--- src/hrm_pkg.sv ---
// ============================================================================
// hrm_pkg
// Types and constants shared by the heightfield ray marcher modules.
// ============================================================================
`default_nettype none

package hrm_pkg;

    // Fixed-point format of all coordinates: signed Q16.16.
    localparam int Q_W      = 32;
    localparam int FRAC_W   = 16;
    localparam int HEIGHT_W = 24;

    // Product of a 32-bit direction and the Q16.16 value 0.1.
    localparam int TENTH_W  = 46;
    localparam logic signed [13:0] STEP_TENTH = 14'sd6554;

    // Scaled height (24 x 32 bits) and the sum with the base height.
    localparam int PROD_W   = HEIGHT_W + Q_W;
    localparam int GROUND_W = PROD_W + 2;

    // Axis positions inside a coordinate vector.
    localparam int AXIS_X = 0;
    localparam int AXIS_Y = 1;
    localparam int AXIS_Z = 2;

    // Request function codes.
    localparam logic FUNC_WRITE = 1'b0;
    localparam logic FUNC_RAY   = 1'b1;

    // Configuration register indexes.
    localparam int CFG_IDX_W = 2;
    localparam logic [CFG_IDX_W-1:0] CFG_OFFSET_X     = 2'd0;
    localparam logic [CFG_IDX_W-1:0] CFG_OFFSET_Z     = 2'd1;
    localparam logic [CFG_IDX_W-1:0] CFG_HEIGHT_SCALE = 2'd2;
    localparam logic [CFG_IDX_W-1:0] CFG_BASE_HEIGHT  = 2'd3;

    localparam logic [Q_W-1:0] SCALE_RESET = 32'h0001_0000;

    typedef logic [Q_W-1:0] q16_t;
    typedef logic [2:0][Q_W-1:0] vec3_t;

    typedef struct packed {
        logic                func;
        logic [7:0]          cell_u;
        logic [7:0]          cell_v;
        logic [HEIGHT_W-1:0] height_value;
        logic signed [31:0]  start_x;
        logic signed [31:0]  start_y;
        logic signed [31:0]  start_z;
        logic signed [31:0]  dir_x;
        logic signed [31:0]  dir_y;
        logic signed [31:0]  dir_z;
    } ray_in_t;

    typedef struct packed {
        logic               hit;
        logic signed [31:0] point_x;
        logic signed [31:0] point_y;
        logic signed [31:0] point_z;
    } ray_out_t;

    typedef enum logic [1:0] {
        ST_IDLE,
        ST_LEVEL1,
        ST_LEVEL2,
        ST_FINISH
    } ctl_state_t;

    // Commands from the controller to the datapath.
    typedef struct packed {
        logic write;   // store one height cell from the input request
        logic start;   // load start point and direction of a ray
        logic issue;   // advance the point one step and probe it
        logic backup;  // restore the point before the hit, flush probes
        logic level2;  // switch to the fine step
        logic emit;    // load the output register
        logic found;   // hit bit of the emitted result
    } dp_cmd_t;

    // Status from the datapath to the controller.
    typedef struct packed {
        logic hit;       // oldest probe in flight lies below the terrain
        logic busy;      // probes still in flight
        logic out_free;  // output register can take a result this cycle
    } dp_status_t;

endpackage

`default_nettype wire

--- src/hrm_ctrl.sv ---
// ============================================================================
// hrm_ctrl
// Controller of the ray marcher: request intake, step issue per level,
// back-up on a hit and result hand-off.
// ============================================================================
`default_nettype none

module hrm_ctrl #(
    parameter int MAX_STEPS = 1000
) (
    input  wire logic                clk,
    input  wire logic                rst_n,
    input  wire logic                in_valid,
    input  wire logic                in_func,
    output      logic                in_stall,
    output      hrm_pkg::dp_cmd_t    cmd,
    input  wire hrm_pkg::dp_status_t status
);

    localparam int CNT_W = $clog2(MAX_STEPS + 1);

    hrm_pkg::ctl_state_t state_reg;
    hrm_pkg::ctl_state_t state_next;
    logic [CNT_W-1:0]    cnt_reg;
    logic [CNT_W-1:0]    cnt_next;
    logic                found_reg;
    logic                found_next;
    logic                marching;
    logic                all_issued;
    logic                level_done;

    assign marching   = (state_reg == hrm_pkg::ST_LEVEL1) || (state_reg == hrm_pkg::ST_LEVEL2);
    assign all_issued = (cnt_reg == CNT_W'(MAX_STEPS));
    assign level_done = all_issued && !status.busy && !status.hit;

    always_comb
    begin
        state_next = state_reg;
        case (state_reg)
            hrm_pkg::ST_IDLE:
            begin
                if (in_valid && (in_func == hrm_pkg::FUNC_RAY))
                begin
                    state_next = hrm_pkg::ST_LEVEL1;
                end
            end
            hrm_pkg::ST_LEVEL1:
            begin
                if (status.hit)
                begin
                    state_next = hrm_pkg::ST_LEVEL2;
                end
                else if (level_done)
                begin
                    state_next = hrm_pkg::ST_FINISH;
                end
            end
            hrm_pkg::ST_LEVEL2:
            begin
                if (status.hit || level_done)
                begin
                    state_next = hrm_pkg::ST_FINISH;
                end
            end
            hrm_pkg::ST_FINISH:
            begin
                if (status.out_free)
                begin
                    state_next = hrm_pkg::ST_IDLE;
                end
            end
            default:
            begin
                state_next = hrm_pkg::ST_IDLE;
            end
        endcase
    end

    always_comb
    begin
        in_stall   = (state_reg != hrm_pkg::ST_IDLE);
        cmd.write  = (state_reg == hrm_pkg::ST_IDLE) && in_valid
                     && (in_func == hrm_pkg::FUNC_WRITE);
        cmd.start  = (state_reg == hrm_pkg::ST_IDLE) && in_valid
                     && (in_func == hrm_pkg::FUNC_RAY);
        cmd.issue  = marching && !status.hit && !all_issued;
        cmd.backup = marching && status.hit;
        cmd.level2 = (state_reg == hrm_pkg::ST_LEVEL1) && status.hit;
        cmd.emit   = (state_reg == hrm_pkg::ST_FINISH) && status.out_free;
        cmd.found  = found_reg;
    end

    always_comb
    begin
        cnt_next   = cnt_reg;
        found_next = found_reg;
        if (cmd.start)
        begin
            cnt_next   = '0;
            found_next = 1'b0;
        end
        else if (cmd.level2)
        begin
            cnt_next   = '0;
            found_next = 1'b1;
        end
        else if (cmd.issue)
        begin
            cnt_next = cnt_reg + 1'b1;
        end
    end

    always_ff @(posedge clk or negedge rst_n)
    begin
        if (!rst_n)
        begin
            state_reg <= hrm_pkg::ST_IDLE;
            cnt_reg   <= '0;
            found_reg <= 1'b0;
        end
        else
        begin
            state_reg <= state_next;
            cnt_reg   <= cnt_next;
            found_reg <= found_next;
        end
    end

`ifndef SYNTHESIS
    // The step counter never runs past the level length.
    a_cnt_bounded: assert property (@(posedge clk) disable iff (!rst_n)
        cnt_reg <= CNT_W'(MAX_STEPS))
        else $error("step counter beyond level length");

    // A back-up flushes every probe still in flight.
    a_backup_flush: assert property (@(posedge clk) disable iff (!rst_n)
        cmd.backup |=> !status.busy)
        else $error("probes left in flight after back-up");

    // A result is only loaded when the output register can take it.
    a_emit_free: assert property (@(posedge clk) disable iff (!rst_n)
        cmd.emit |-> status.out_free)
        else $error("result loaded over a waiting result");

    // The fine level is only entered with the found flag set by a coarse hit.
    a_found_level2: assert property (@(posedge clk) disable iff (!rst_n)
        (state_reg == hrm_pkg::ST_LEVEL2) |-> found_reg)
        else $error("fine level entered without a coarse hit");
`endif

endmodule

`default_nettype wire

--- config.mk ---
export PLATFORM = sky130hd
export DESIGN_NAME = hrm_ctrl
export DESIGN_NICKNAME = d
export VERILOG_FILES = /design/src/hrm_pkg.sv /design/src/hrm_ctrl.sv
export SDC_FILE = /design/constraint.sdc
export NUM_CORES = 1
export LEC_CHECK = 0
export BUFFER_PORTS_ARGS = -buffer_cell sky130_fd_sc_hd__buf_2
export CORE_MARGIN = 2
export CORE_UTILIZATION = 35
export DETAILED_ROUTE_END_ITERATION = 12
export PLACE_DENSITY = 0.65
export SLEW_MARGIN = 20
export SYNTH_ARGS = -nofsm -noshare
export SYNTH_HDL_FRONTEND = slang
export SYNTH_SLANG_ARGS = --single-unit
--- constraint.sdc ---
create_clock -name clk -period 3.2 [get_ports clk]
set_input_delay 0.16 -clock clk [delete_from_list [all_inputs] [get_ports clk]]
set_output_delay 0.16 -clock clk [all_outputs]
set_load 0.02 [all_outputs]
# After elaboration in Yosys (flattened, before gate mapping)
# Index checks and enable logic that the tools add are counted.
[totals]
inputBits = 7
out_inout_bits = 8
reg_bits = 13
[op_classes]
n_addsub = 1
n_reduce_logical = 21
n_mux = 11
n_bitwise = 1
eq_ne = 8
[ops]
columns = ["cell", "count"]
rows = [
  ["$mux W10", 3],
  ["$logic_and A1 B1 Y1", 11],
  ["$add A10 B1 Y10 const B", 1],
  ["$eq A10 B10 Y1 const B", 1],
  ["$mux W2", 5],
  ["$pmux W2 S4", 1],
  ["$eq A2 B2 Y1 const B", 2],
  ["$ne A2 B2 Y1 const B", 2],
  ["$reduce_and A4 Y1", 1],
  ["$reduce_bool A2 Y1", 2],
  ["$logic_not A1 Y1", 3],
  ["$ne A3 B3 Y1 const B", 1],
  ["$reduce_bool A3 Y1", 1],
  ["$eq A2 B1 Y1 const B", 1],
  ["$logic_not A2 Y1", 1],
  ["$logic_or A1 B1 Y1", 2],
  ["$mux W1", 2],
  ["$ne A2 B1 Y1 const B", 1],
  ["$not A1 Y1", 1],
]

# Depth between registers and ports, before layout
# Gate-level depths: netlist (run 1).
[logic_depth]
word_depth = 7
ltp_mapped = 7
mapped_depth_nobuf = 6

# Worst setup path after synthesis (run 1)
# OpenSTA, ideal clock, no wires.
[synth_path]
kind = "reg-to-reg"
start = "reg state_reg[0]"
end = "reg cnt_reg[2]"
required_ps = 3080
t_arrival_ps = 1711
period_less_slack_ps = 1831
path_slack_ps = 1369
path_stages_with_launch = 8
cell_sequence = "dfrtp_1 > inv_1 > ha_1 > and3_1 > or2_2 > clkbuf_1 > nor2_1 > a31o_2"
[synth_rtl]
columns = ["item", "line", "source"]
rows = [
  ["start: declaration", "hrm_ctrl.sv:22", "hrm_pkg::ctl_state_t state_reg;"],
  ["start signal: assignment", "hrm_ctrl.sv:117", "state_reg <= hrm_pkg::ST_IDLE;"],
  ["start signal: assignment", "hrm_ctrl.sv:123", "state_reg <= state_next;"],
  ["end signal: assignment", "hrm_ctrl.sv:124", "cnt_reg <= cnt_next;"],
  ["end: declaration", "hrm_ctrl.sv:24", "logic [CNT_W-1:0] cnt_reg;"],
]

==> results of run 1 <==
-- synth_stat cells, types with 3 or more instances --
cell type,n,area share
sky130_fd_sc_hd__dfrtp_1,13,0.38
sky130_fd_sc_hd__nor2_1,11,0.048
sky130_fd_sc_hd__ha_1,7,0.10
sky130_fd_sc_hd__inv_1,7,0.030
sky130_fd_sc_hd__nand3_1,5,0.029
sky130_fd_sc_hd__xor2_1,5,0.051
sky130_fd_sc_hd__a21oi_1,3,0.017
sky130_fd_sc_hd__and2_1,3,0.022
sky130_fd_sc_hd__nand2_1,3,0.013
sky130_fd_sc_hd__o21ai_0,3,0.017
-- routing by layer --
| metal | global-route usage | share of wire |
|---|---|---|
| met1 | 0.1935 | 0.49 |
| met2 | 0.2398 | 0.43 |
| met3 | 0.05000 | 0.069 |
| met4 | 0.03846 | 0.0083 |
| met5 | 0 | 0 |
-- worst register-to-register path: cells and delay by family, from the launching register on --
| family | cells | cell delay, ps |
|---|---|---|
| simple gates | 3 | 730 |
| flops | 1 | 420 |
| fa+ha+maj | 1 | 370 |
| compound gates | 1 | 140 |
| buf+inv | 1 | 100 |
-- layout make-up --
| type | count | area, um2 | share of cell area |
|---|---|---|---|
| multi-input cells | 65 | 500.5 | 0.5031 |
| repair buffers | 15 | 80.08 | 0.08050 |
| inverters | 7 | 26.28 | 0.02642 |
| flip-flops and latches | 13 | 325.3 | 0.3270 |
| clock inverters | 1 | 5.005 | 0.005031 |
| well taps | 28 | 35.03 | 0.03522 |
| clock buffers | 3 | 22.52 | 0.02264 |
-- worst max-delay path by stage --
stage	to	slack, ps	startpoint
6_report	cmd[4]	1210	state_reg[1]
3_3_place_gp	cnt_reg[6]	1430	state_reg[1]
2_1_floorplan	cnt_reg[2]	1370	state_reg[0]
3_5_place_dp	cnt_reg[6]	1400	state_reg[0]
5_1_grt	cmd[4]	1060	state_reg[1]
4_1_cts	cmd[4]	1190	state_reg[0]
-- metrics by stage --
stage            util  setup slack, ps
2_1_floorplan       -             1369
3_3_place_gp   0.4206             1429
3_5_place_dp   0.4206             1402
4_1_cts        0.4371             1193
5_1_grt        0.4371             1060
6_report       0.4371             1208
-- cells by family after synthesis --
logic type                 Yosys count
DFF                                 13
adders and majority gates            7
buffers and inverters                9
muxes                                2
xor gates and xnor gates             6
AOI/OAI and AO/OA                   13
and+or+nand+nor                     37
-- where the power goes --
part	internal (mW)	switching, mW	total (mW)
Sequential	0.203	0.0424	0.245
Combinational	0.177	0.232	0.409
Clock	0.0465	0.0580	0.105
Total	0.426	0.333	0.758
==> reports/qor.csv, run 1 <==
metric,value,unit
result of the run,finished clean,
Clock Pin Slew Worst Setup and Hold Paths,80,ps
Buffers on Ports,14,
largest delay contributor family on the critical path,flip-flops,
Leak Pwr,0.4948,nW
number of global-route vias before repair,662,
total power draw,0.7584,mW
diode insertion count for antenna repair,0,
number of flip-flops in the largest register,10,
FILL cells,226,
Post-synth EDFFs,0,
peak fanout along the critical path,5,
Worst Path Buf+Inv,2,
Num Clock Sinks,13,
number of synthesis warnings,0,
post-route clock skew,4.582,ps
cell type of the slowest stage on the worst timing path,sky130_fd_sc_hd__dfrtp_1,
kind of end point of the critical path,output port,
placement-stage cell area,957.2,um2
mux contribution to synthesized area,0.02899,
DP HPWL,1297,um
maximum buffer depth of the clock tree,2,
Max Transition Viols Final,0,
number of distinct standard cells referenced by the synthesized netlist,34,
final cell area excluding filler cells,994.7,um2
VDD IR max,344.3,uV
Final Hold Vio Count,0,
area of the mapped netlist,863.3,um2
detailed-route via count,651,
Mapped Avg Cell Area,9.923,um2
Root Buffer,sky130_fd_sc_hd__clkbuf_4,
"Arr. time, crit path",1830,ps
floorplan die height,53.67,um
worst hold margin,250.7,ps
xor and xnor fraction of the mapped netlist area,0.06087,
final antenna-violating net count,0,
synthesized-area fraction occupied by and/or/nand/nor cells,0.2623,
CTS HTree Levels,1,
CTS-repair resized insts,0,
iteration-0 DRC count of the detailed router,4,
synthesized instance count,87,
ordered cell list for the critical path,inv_1 > ha_1 > nand2b_1 > a41oi_4 > buf_2,
number of search-and-repair iterations in the first detailed-routing pass,4,
largest net degree at the start of global routing,14,
type of the setup path with the least slack,register to output port,
antenna violations before repair,0,
Total Wirelength,1687,um
compound-cell area share of the yosys netlist,0.1261,
via/cell ratio,4.932,
shortest clock period the worst path allows after layout,1992,ps
Inst Count DP,127,
count of state elements after synthesis,13,
Hold EP,found_reg,
clock tree from TritonCTS,built,
detailed-route wire length per cell,12.78,um
die span in x,53.67,um
Skew-Pair Late Insertion Delay,280,ps
Total Routing Usage GR,0.1502,
total number of nets in the final design,119,
sort of element at the start of the critical path,register,
Final Setup Violations,0,
die footprint,0.002880,mm2
number of standard cells in the final layout excluding fillers,132,
worst reg2reg startpoint,state_reg[1],
layout overhead on the synthesized area,15.22,%
max incr delay on CP,420,ps
worst hold path type,input port to register,
Max transition margin,0.7951,
number of hold buffers added after cts,1,
Crit Reg-Reg Endpoint,cnt_reg[6],
power density relative to cell area,762.4,mW/mm2
global placement routability congestion,0.7346,
DR DRC count,0,
"FFs w/ async S/R, synth",1.000,
I/O pin cnt,15,
transition time at the pin with the least slew margin,307.4,ps
combinational family with the most area after synthesis,simple AND/OR/NAND/NOR gates,
wire length of the first global-routing pass,3070,um
# Max-Cap Violations,0,
setup bufs post-CTS,0,
Post-synth top flop,sky130_fd_sc_hd__dfrtp_1,
Synth Net Count,101,
area share of fa/ha/maj cells after synthesis,0.1014,
share of layout cells above drive strength 1,0.2692,
Max Freq,502.1,MHz
setup TNS,0,ps
core area,0.002276,mm2
placement row count,17,
hold depth,3,
"Remaining Overflow, GRT",0,
"Data required, critical path",3040,ps
sequential share of the synthesized area,0.3768,
TritonCTS buffer count,3,
"setup slack, reg-to-reg",1360,ps
initial cell density of the core,0.3793,
most frequent standard cell in the layout excluding fill and tap cells,sky130_fd_sc_hd__buf_2,
"commonest cells after routing, fill and taps aside","sky130_fd_sc_hd__buf_2, sky130_fd_sc_hd__dfrtp_1, sky130_fd_sc_hd__nor2_1",
final clock period utilization by the worst path,0.6224,
number of cells traversed by the worst register-to-register path,6,
startpoint of the tightest hold check path,in_valid,
number of cells on the critical path,5,
setup repair after global routing missed its margin,false,
Power figures use the tool's default switching activity.
==> inputs of run 2 (changes only) <==
Settings changed: PLACE_DENSITY 0.65 to 0.67.
Clock period 3.2 ns to 1.8 ns, I/O delays scaled along.
==> reports/qor.csv, run 2 (same netlist as run 1, synthesis figures left out) <==
metric,value,unit
Final Hold Vio Count,0,
Skew-Pair Late Insertion Delay,280,ps
hold depth,3,
Leak Pwr,0.5174,nW
Inst Count DP,130,
Max Transition Viols Final,0,
Total Wirelength,1769,um
iteration-0 DRC count of the detailed router,4,
Max Freq,596.6,MHz
VDD IR max,867.8,uV
DP HPWL,1320,um
peak fanout along the critical path,5,
Root Buffer,sky130_fd_sc_hd__clkbuf_4,
I/O pin cnt,15,
sort of element at the start of the critical path,register,
final clock period utilization by the worst path,0.9312,
total number of nets in the final design,124,
"commonest cells after routing, fill and taps aside","sky130_fd_sc_hd__dfrtp_1, sky130_fd_sc_hd__buf_2, sky130_fd_sc_hd__nor2_1",
number of standard cells in the final layout excluding fillers,137,
number of flip-flops in the largest register,10,
"Data required, critical path",1970,ps
setup TNS,0,ps
type of the setup path with the least slack,register to register,
result of the run,finished clean,
die footprint,0.002880,mm2
"Arr. time, crit path",1850,ps
maximum buffer depth of the clock tree,2,
worst hold path type,input port to register,
clock tree from TritonCTS,built,
layout overhead on the synthesized area,21.45,%
largest net degree at the start of global routing,14,
transition time at the pin with the least slew margin,303.5,ps
via/cell ratio,4.993,
initial cell density of the core,0.3793,
setup repair after global routing missed its margin,false,
Buffers on Ports,14,
detailed-route via count,684,
share of layout cells above drive strength 1,0.3211,
"Remaining Overflow, GRT",0,
Num Clock Sinks,13,
core area,0.002276,mm2
Clock Pin Slew Worst Setup and Hold Paths,80,ps
final antenna-violating net count,0,
number of global-route vias before repair,678,
kind of end point of the critical path,register,
die span in x,53.67,um
placement row count,17,
# Max-Cap Violations,0,
Total Routing Usage GR,0.1505,
setup slack after layout,123.8,ps
detailed-route wire length per cell,12.91,um
shortest clock period the worst path allows after layout,1676,ps
global placement routability congestion,0.7982,
number of search-and-repair iterations in the first detailed-routing pass,4,
CTS HTree Levels,1,
floorplan die height,53.67,um
power density relative to cell area,1409,mW/mm2
DR DRC count,0,
"worst slack, placed",57.18,ps
number of cells traversed by the worst register-to-register path,6,
Final Setup Violations,0,
diode insertion count for antenna repair,0,
post-route clock skew,4.070,ps
wire length of the first global-routing pass,2967,um
antenna violations before repair,0,
TritonCTS buffer count,3,
Max transition margin,0.7977,
run 2: layer usage:
metal | track usage | up-vias | wire, um
li1 | - | 344 | -
met1 | 0.1690 | 318 | 832
met2 | 0.2520 | 17 | 805
met3 | 0.02500 | 5 | 71
met4 | 0.1154 | 0 | 59
met5 | 0 | - | 0
run 2: worst max-delay path, cell delays in order (launching register included):
cell and delay (ps):
sky130_fd_sc_hd__dfrtp_1 420, sky130_fd_sc_hd__inv_1 80, sky130_fd_sc_hd__ha_1 220, sky130_fd_sc_hd__nand2_1 120, sky130_fd_sc_hd__nor4bb_4 320, sky130_fd_sc_hd__o21ai_2 100
sky130_fd_sc_hd__mux2_4 300
run 2: final timing paths:
kind	slack (ps)	from	to
min in group asynchronous	220	rst_n	cnt_reg[1]
hold reg to reg	510	found_reg	found_reg
setup / recovery	120	cnt_reg[1]	state_reg[1]
setup reg to reg	120	cnt_reg[1]	state_reg[1]
max in group asynchronous	1350	rst_n	cnt_reg[4]
hold / removal	210	in_valid	found_reg
run 2: per-stage QoR:
step / utilization / cell area (um2) / total power [mW] / hold WS [ps]
after floorplan: - / 864.6 / 0.9930 / -205.6
after global placement: 0.4305 / 979.7 / 1.188 / -12.92
after detailed placement: 0.4305 / 979.7 / 1.203 / -5.272
after CTS: 0.4530 / 1031 / 1.441 / 210.9
after global routing: 0.4607 / 1049 / 1.606 / 232.3
final: 0.4607 / 1049 / 1.478 / 214.6
run 2: area by class of cell:
| type | instances | area [um2] |
|---|---|---|
| clock buffer | 4 | 26.28 |
| fill | 227 | 1227 |
| inverter | 7 | 26.28 |
| multi-input combinational | 65 | 515.5 |
| sequential | 13 | 325.3 |
| tap | 28 | 35.03 |
| timing repair buffer | 20 | 120.1 |
run 2: repair_timing:
item	in CTS	in global routing
setup buffers	2	0
hold endpoints to repair	13	0
resized for setup	0	4
hold buffers	1	0
cloned	0	0
setup endpoints to repair	1	4
run 2: where the power goes:
group          total, mW  leakage, nW  switching [mW]  internal, mW
logic              0.882        0.332           0.463         0.419
registers          0.415        0.171          0.0545         0.360
clock network      0.181       0.0150          0.0952        0.0862
total               1.48        0.517           0.612         0.865
==> inputs of run 3 (changes only) <==
==> constraint.sdc (replaced) <==
create_clock -name clk -period 1.8 [get_ports clk]
set_input_delay 0.36 -clock clk [delete_from_list [all_inputs] [get_ports clk]]
set_output_delay 0.36 -clock clk [all_outputs]
set_load 0.02 [all_outputs]
==> reports/qor.csv, run 3 (same netlist as run 1, synthesis figures left out) <==
metric,value,unit
Leak Pwr,0.5462,nW
Num Clock Sinks,13,
detailed-route wire length per cell,12.58,um
worst hold margin,444.8,ps
total number of nets in the final design,129,
Max transition margin,0.7962,
core area,0.002276,mm2
transition time at the pin with the least slew margin,302.5,ps
Final Setup Violations,0,
type of the setup path with the least slack,register to output port,
die span in x,53.67,um
die footprint,0.002880,mm2
cell type of the slowest stage on the worst timing path,sky130_fd_sc_hd__dfrtp_1,
maximum buffer depth of the clock tree,2,
Total Wirelength,1787,um
I/O pin cnt,15,
CTS HTree Levels,1,
diode insertion count for antenna repair,0,
largest net degree at the start of global routing,14,
detailed-route via count,719,
"commonest cells after routing, fill and taps aside","sky130_fd_sc_hd__buf_2, sky130_fd_sc_hd__dfrtp_1, sky130_fd_sc_hd__nor2_1",
most frequent standard cell in the layout excluding fill and tap cells,sky130_fd_sc_hd__buf_2,
clock tree from TritonCTS,built,
worst hold path type,input port to register,
Skew-Pair Late Insertion Delay,280,ps
ordered cell list for the critical path,inv_2 > ha_4 > nand2b_4 > a41oi_4 > buf_6,
setup repair after global routing missed its margin,true,
number of search-and-repair iterations in the first detailed-routing pass,3,
# Max-Cap Violations,0,
DR DRC count,0,
global placement routability congestion,0.7139,
Detail Route met2 WL,885,um
via/cell ratio,5.063,
Max Transition Viols Final,0,
sort of element at the start of the critical path,register,
number of flip-flops in the largest register,10,
"Remaining Overflow, GRT",0,
Max Freq,563.6,MHz
"Arr. time, crit path",1410,ps
max incr delay on CP,370,ps
DP HPWL,1382,um
M1 wire length,793,um
share of layout cells above drive strength 1,0.3772,
shortest clock period the worst path allows after layout,1774,ps
floorplan die height,53.67,um
layout overhead on the synthesized area,27.25,%
result of the run,finished clean,
FILL cells,218,
VDD IR max,838.0,uV
Clock Pin Slew Worst Setup and Hold Paths,80,ps
final clock period utilization by the worst path,0.9857,
Root Buffer,sky130_fd_sc_hd__clkbuf_4,
wire length of the first global-routing pass,2967,um
total length of routed met3 wires,67,um
Total Routing Usage GR,0.1495,
number of global-route vias before repair,704,
power density relative to cell area,1461,mW/mm2
placement row count,17,
kind of end point of the critical path,output port,
antenna violations before repair,0,
initial cell density of the core,0.3793,
post-layout util,0.4827,
iteration-0 DRC count of the detailed router,6,
"Data required, critical path",1440,ps
peak fanout along the critical path,3,
Buffers on Ports,14,
Final Hold Vio Count,0,
top layer used by detailed routing,met4,
TritonCTS buffer count,3,
post-route clock skew,2.808,ps
final antenna-violating net count,0,
## run 3: final timing paths
| path | cells after the start | end | slack, ps | start |
|---|---|---|---|---|
| worst max-delay path | 5 | cmd[4] | 30 | state_reg[1] |
| worst min-delay path | 3 | found_reg | 440 | in_valid |
| worst max register to register | 6 | state_reg[1] | 120 | cnt_reg[0] |
| worst min register to register | 2 | found_reg | 500 | found_reg |
| max in group asynchronous | 2 | cnt_reg[0] | 1060 | rst_n |
| min in group asynchronous | 2 | cnt_reg[2] | 490 | rst_n |
## run 3: cell type report
class                           count  area (um2)  share of cell area
Clock buffer                        4       26.28             0.02392
Inverter                            7       26.28             0.02392
Multi-Input combinational cell     65       523.0              0.4761
Sequential cell                    13       326.6              0.2973
Tap cell                           28       35.03             0.03189
Timing Repair Buffer               25       161.4              0.1469
## run 3: where the power goes
part,switching (mW),internal [mW],leakage [nW]
sequential,0.0548,0.362,0.170
clock,0.0965,0.0860,0.0150
combinational,0.487,0.519,0.362
total,0.638,0.967,0.546
## run 3: per-layer routing
layer / up-vias / global-route usage
li1: 355 / -
met1: 344 / 0.1626
met2: 16 / 0.2683
met3: 4 / 0.02500
met4: 0 / 0.08974
met5: - / 0
## run 3: repair_timing
action                                 CTS  global route
resized for setup                        5             3
setup buffers                            3             1
endpoints found under the hold margin   13             0
pin swaps                                1             1
hold buffers                             1             0
setup endpoints to repair                1             3
## run 3: worst max-delay path, delay by kind of cell, from the launching register on
kind | cells | cell delay [ps]
compound gates | 1 | 200
buf+inv | 2 | 220
simple gates | 1 | 70
flops | 1 | 370
fa+ha+maj | 1 | 290
## run 3: per-stage QoR
step	setup TNS, ps	cells	setup WS [ps]	power (mW)	area [um2]
6_report	0	142	25.79	1.605	1099
3_5_place_dp	0	133	107.9	1.259	1002
3_3_place_gp	0	133	124.9	1.234	1002
5_1_grt	-22.19	142	-22.19	1.746	1099
4_1_cts	0	141	22.02	1.602	1087
2_1_floorplan	0	87	72.25	0.9930	864.6
